[src/rtl/core/ecc_isqrt.sv]
module ecc_isqrt #(
  parameter int IN_W   = 64,
  parameter int SIDE_W = 1
) (
  input  logic              clk,
  input  logic              rst,
  input  logic              adv,
  input  logic              in_valid,
  input  logic [IN_W-1:0]   val,
  input  logic [SIDE_W-1:0] side_in,
  output logic              out_valid,
  output logic [IN_W/2-1:0] root,
  output logic [SIDE_W-1:0] side_out
);

  localparam int STEPS = IN_W / 2;

  logic [IN_W-1:0]   val_q [STEPS];
  logic [IN_W-1:0]   res_q [STEPS];
  logic [IN_W-1:0]   val_nx [STEPS];
  logic [IN_W-1:0]   res_nx [STEPS];
  logic [SIDE_W-1:0] side_q [STEPS];
  logic              vld [STEPS];

  // digit-by-digit root, two radicand bits per stage
  always_comb begin
    for (int k = 0; k < STEPS; k++) begin
      logic [IN_W-1:0] vi;
      logic [IN_W-1:0] ri;
      logic [IN_W-1:0] bit_v;
      logic [IN_W-1:0] trial;
      vi    = (k == 0) ? val : val_q[(k == 0) ? 0 : k - 1];
      ri    = (k == 0) ? '0 : res_q[(k == 0) ? 0 : k - 1];
      bit_v = IN_W'(1) << (IN_W - 2 - 2 * k);
      trial = ri + bit_v;
      if (vi >= trial) begin
        val_nx[k] = vi - trial;
        res_nx[k] = (ri >> 1) + bit_v;
      end else begin
        val_nx[k] = vi;
        res_nx[k] = ri >> 1;
      end
    end
  end

  always_ff @(posedge clk) begin
    if (rst) begin
      for (int k = 0; k < STEPS; k++) vld[k] <= 1'b0;
    end else if (adv) begin
      vld[0] <= in_valid;
      for (int k = 1; k < STEPS; k++) vld[k] <= vld[k-1];
    end
  end

  always_ff @(posedge clk) begin
    if (adv) begin
      side_q[0] <= side_in;
      for (int k = 1; k < STEPS; k++) side_q[k] <= side_q[k-1];
      for (int k = 0; k < STEPS; k++) begin
        val_q[k] <= val_nx[k];
        res_q[k] <= res_nx[k];
      end
    end
  end

  assign out_valid = vld[STEPS-1];
  assign root      = res_q[STEPS-1][IN_W/2-1:0];
  assign side_out  = side_q[STEPS-1];

endmodule

[config.mk]
export PLATFORM = sky130hd
export DESIGN_NAME = ecc_isqrt
export DESIGN_NICKNAME = d
export VERILOG_FILES = /design/src/rtl/core/ecc_isqrt.sv
export SDC_FILE = /design/constraint.sdc
export NUM_CORES = 2
export LEC_CHECK = 0
export BUFFER_PORTS_ARGS = -buffer_cell sky130_fd_sc_hd__clkbuf_2
export CORE_MARGIN = 4
export CORE_UTILIZATION = 44
export DETAILED_ROUTE_END_ITERATION = 8
export GPL_ROUTABILITY_DRIVEN = 0
export SLEW_MARGIN = 20
export SYNTH_ARGS = -nofsm -noshare
export SYNTH_HDL_FRONTEND = slang
export SYNTH_MEMORY_MAX_BITS = 65536
export SYNTH_SLANG_ARGS = --single-unit
[constraint.sdc]
create_clock -name clk -period 3.8 [get_ports clk]
set_clock_uncertainty 0.05 [all_clocks]
set_input_delay 0.76 -clock clk [delete_from_list [all_inputs] [get_ports clk]]
set_output_delay 0.76 -clock clk [all_outputs]
set_load 0.03 [all_outputs]
After elaboration in Yosys (flattened, before gate mapping):

Memory sizes are Yosys's and may differ from the RTL's.
Cells that the tools add are included.

* register bits after elaboration: 0
* RAM bits: 4160
* input port bits: 69
* output and inout port bits: 34
* logic and storage cells: 264
* memories kept: 4

Memories
* res_q: depth 32, bits a word 64, rd ports 32, clocked after memory_dff 0, wr ports 32, RTL line 19 `logic [IN_W-1:0] res_q [STEPS];`
* val_q: depth 32, bits a word 64, rd ports 31, clocked after memory_dff 0, wr ports 32, RTL line 18 `logic [IN_W-1:0] val_q [STEPS];`
* side_q: depth 32, bits a word 1, rd ports 32, clocked after memory_dff 0, wr ports 32, RTL line 22 `logic [SIDE_W-1:0] side_q [STEPS];`
* vld: depth 32, bits a word 1, rd ports 32, clocked after memory_dff 0, wr ports 32, RTL line 23 `logic vld [STEPS];`

* add/subtract/negate cells: 94
* order comparisons: 32
* mux-type cells: 102
* bitwise logic cells: 32

Operators with widths (count)
* 64-bit two-way mux: 63
* 64-bit >= comparator: 31
* 64-bit subtractor: 31
* 63-bit by 1-bit adder with 64-bit output, second input constant: 1
* 63-bit by 11-bit adder with 64-bit output, second input constant: 1
* 63-bit by 13-bit adder with 64-bit output, second input constant: 1
* 63-bit by 15-bit adder with 64-bit output, second input constant: 1
* 63-bit by 17-bit adder with 64-bit output, second input constant: 1
* 63-bit by 19-bit adder with 64-bit output, second input constant: 1
* 63-bit by 21-bit adder with 64-bit output, second input constant: 1
* 63-bit by 23-bit adder with 64-bit output, second input constant: 1
* 63-bit by 25-bit adder with 64-bit output, second input constant: 1
* 63-bit by 27-bit adder with 64-bit output, second input constant: 1
* 63-bit by 29-bit adder with 64-bit output, second input constant: 1
* 63-bit by 3-bit adder with 64-bit output, second input constant: 1
* 63-bit by 31-bit adder with 64-bit output, second input constant: 1
* 63-bit by 33-bit adder with 64-bit output, second input constant: 1
* 63-bit by 35-bit adder with 64-bit output, second input constant: 1
* 63-bit by 37-bit adder with 64-bit output, second input constant: 1
* 63-bit by 39-bit adder with 64-bit output, second input constant: 1
* 63-bit by 41-bit adder with 64-bit output, second input constant: 1
* 63-bit by 43-bit adder with 64-bit output, second input constant: 1
* 63-bit by 45-bit adder with 64-bit output, second input constant: 1
* 63-bit by 47-bit adder with 64-bit output, second input constant: 1
* 46 further kinds: 114

Logic depth before layout (Yosys ltp):

* word-level depth: 4
* depth in mapped cells: 14
* gate-level depth less buffers: 12

Least setup slack after synthesis:

Ideal clock, no wire load.

* path kind: register to register
* from: memory val_q[21][25] (netlist: val_q[1][345])
* to: memory val_q[22][54] (netlist: val_q[1][438]) (data pin)
* library setup time: 0.258 ns
* arrival: 3.260 ns
* required time: 3.492 ns
* path slack: 0.232 ns
* cell stages (with the launch flop): 11
* buffers on the path: 0
* period minus slack after synthesis: 3.568 ns
* cells stage by stage: edfxtp_1 ha_1 a21oi_1 o221ai_1 a2111oi_2 o21bai_1 a41oi_1 a2111oi_0 a2111oi_2 or4b_1 xnor2_1

RTL lines (RTL line)
* from (decl): 18

==> impl_metrics.env <==
export IMPL_outcome="finished, final reports clean"
export IMPL_layout_drive_gt1_share_pct=10.42
export IMPL_dpl_cell_area_um2=130800
export IMPL_max_slew_margin_pct=39.44
export IMPL_cts_buffers=279
export IMPL_netlist_area_um2=123100
export IMPL_drtAntennaViolNets=0
export IMPL_root_buffer="clkbuf_16"
export IMPL_crit_top_cell="buf_4"
export IMPL_holdWs_ps=156.8
export IMPL_grt_max_degree=129
export IMPL_vias_per_cell=5.643
export IMPL_dr_pass1_iters=9
export IMPL_fin_total_pwr_uw=84680
export IMPL_ys_top_cells_by_area="edfxtp_1, ha_1, xnor2_1"
export IMPL_grt_pass1_vias=77996
export IMPL_cp_end_kind="register"
export IMPL_worstSkewPairLatency_ps=900
export IMPL_worstMarginPinSlew_ps=900.1
export IMPL_num_rows=193
export IMPL_cts_tree="done"
export IMPL_start_util_pct=44.37
export IMPL_cts_sinks=2576
export IMPL_syn_nets=10412
export IMPL_clkSlewWorstSetupHoldPaths_ps=70
export IMPL_seq_area_frac_synth_pct=62.84
export IMPL_pwr_share_comb_pct=22.2
export IMPL_synth_distinct_cells=93
export IMPL_required_ps=4350
export IMPL_cp_cell_sequence="inv_1, ha_1, nand4_1, buf_4, nor4_4, buf_4, and2_1, and3_1, o211ai_1, and3_4, inv_4, o311ai_4, a211oi_1, xor2_1"
export IMPL_async_reset_ff_share_pct=0
export IMPL_power_frac_seq_pct=45.9
export IMPL_final_cell_mix="edfxtp_1, inv_1, nand2_1, nor2_1, a21oi_1"
export IMPL_drv_slew=0
export IMPL_dieArea_um2=288300
export IMPL_fin_crit_sh_pct=97.69
export IMPL_finalWirelength_um=310600
export IMPL_grtUsageTotal_pct=20.91
export IMPL_clockPowerShare_pct=31.9
export IMPL_finalInstanceArea_um2=140900
export IMPL_syn_instance_count=9785
export IMPL_clk_path_buf_depth=4
export IMPL_ys_ff_latch=2576
export IMPL_sw_frac_of_total_pct=29.50
export IMPL_hold_violations=0
export IMPL_post_dp_hpwl_um=233800
export IMPL_grt_pass1_wl_um=468900
export IMPL_ios=103
export IMPL_synth_flop_cell="edfxtp_1"
export IMPL_drc_errors=0
export IMPL_layout_cells_non_filler=14335
export IMPL_critPathKind="reg2reg"
export IMPL_synth_top_cell_area_share_pct=62.84
export IMPL_antenna_found_initial=16
export IMPL_p_int_uw=59700
export IMPL_slowest_delay_ps=420
export IMPL_yosysWarnings=0
export IMPL_dieHeight_um=536.9
export IMPL_power_density_nw_per_um2=600.8
export IMPL_die_width_um=536.9
export IMPL_syn_to_final_growth_pct=14.50
export IMPL_avgSynthCellArea_um2=12.58
export IMPL_post_drt_wl_per_cell_um=21.67
export IMPL_drt_iter0_drc=7476
export IMPL_core_area_um2=277500
export IMPL_maxClockFrequency_ghz=0.2694
export IMPL_ctsHtreeMaxLevel=5
export IMPL_numPortBuffers=102
export IMPL_worstSetupStartpointType="register"
export IMPL_via_count=80890
export IMPL_synth_top_area_cell="edfxtp_1"
export IMPL_crit_arrival_ps=4260
export IMPL_layout_nets=11029
export IMPL_critPathMaxFanout=8
export IMPL_p_switching_uw=24980
export IMPL_synth_edff_count=2576
export IMPL_dp_cells=13751
export IMPL_layout_min_cycle_time_ps=3712
export IMPL_max_vdd_ir_drop_uv=385.1
export IMPL_leakage_uw=0.05290
export IMPL_mostFrequentLayoutCell="edfxtp_1"
export IMPL_max_cap_violations=0
export IMPL_slowest_stage="edfxtp_1"
export IMPL_setup_viol=0
export IMPL_hold_class="in2reg"
export IMPL_grt_ovfl_total=0
-- power groups by stage --
| stage | sequential [uW] | combinational [uW] | clock, uW |
|---|---|---|---|
| after global routing | 39200 | 20600 | 28900 |
| after global placement | 39400 | 17800 | 0 |
| after detailed placement | 39400 | 18200 | 0 |
| final | 38900 | 18800 | 27000 |
| after CTS | 38900 | 18400 | 27600 |
| after floorplan | 38100 | 12800 | 0 |
-- kinds of logic after synthesis --
kind of cell,after synthesis,share of synthesized area [%]
adders and majority gates,558,5.672
muxes,94,0.8508
xor gates and xnor gates,880,6.261
AOI/OAI and AO/OA,1849,9.331
and+or+nand+nor,2921,12.25
DFF,2576,62.84
buffers and inverters,907,2.796
-- final cells by class --
cell class	count	area, um2
inverters	698	2623
clock inverters	172	1795
well taps	3705	4636
clock buffers	332	7266
multi-input cells	6302	42730
repair buffers	545	4522
diodes	5	12.51
fillers	23487	136500
flip-flops and latches	2576	77350
-- critical path, delay by kind of cell (launching register included) --
| kind | cells | cell delay [ps] |
|---|---|---|
| adders and majority gates | 1 | 290 |
| buffers and inverters | 4 | 560 |
| AOI/OAI and AO/OA | 3 | 810 |
| xor gates and xnor gates | 1 | 100 |
| and+or+nand+nor | 5 | 1230 |
| DFF | 1 | 420 |
-- cells in the mapped netlist, drive strengths merged, types with 47 or more instances --
library cell,number
a211oi,47
a21o,218
a21oi,608
a31oi,47
and2,53
and3,51
clkbuf,182
edfxtp,2576
ha,558
inv,698
mux2,85
nand2,680
nand2b,106
nand3,174
nand4,187
nor2,615
nor2b,89
nor3,265
nor4,334
nor4b,57
o211ai,48
o21a,100
o21ai,459
o21bai,56
or3,75
or4,56
xnor2,490
xor2,390
-- final timing paths --
kind	from	end	slack [ps]	cells past startpoint
max	res_q[1][730]	val_q[1][804]	90	14
min	in_valid	vld[0][0]	160	2
max reg2reg	res_q[1][730]	val_q[1][804]	90	14
min reg2reg	side_q[1][12]	side_q[1][13]	360	0
-- metrics by stage --
stage	setup slack, ps	util, %	setup TNS, ps
after floorplan	232.4	-	0
after global placement	-197.8	47.13	-3618
after detailed placement	-174.7	47.13	-2388
after CTS	2.558	50.64	0
after global routing	-19.82	50.79	-79.85
final	87.75	50.80	0
-- per-layer routing --
layer	part of all wire (%)	GRT usage, %	vias to the layer above
met3	6.3	3.044	567
met4	3.2	6.361	6
met1	43	28.90	39557
met2	47	34.26	2824
met5	0.011	0	-
li1	-	-	37936
-- state kept, by name, indices dropped and copies added (netlist names) --
name    count
vld        32
side_q     32
val_q    1984
res_q     528
-- repair_timing --
action / 4_1_cts / 5_1_grt
pin swaps: 2 / 9
resized for setup: 4 / 65
setup endpoints to repair: 41 / 179
buffers inserted: 2 / 9
hold buffers: 63 / 0
hold endpoints to repair: 63 / 0
cloned: 0 / 1
No activity file was read; power rests on OpenSTA's default activity.
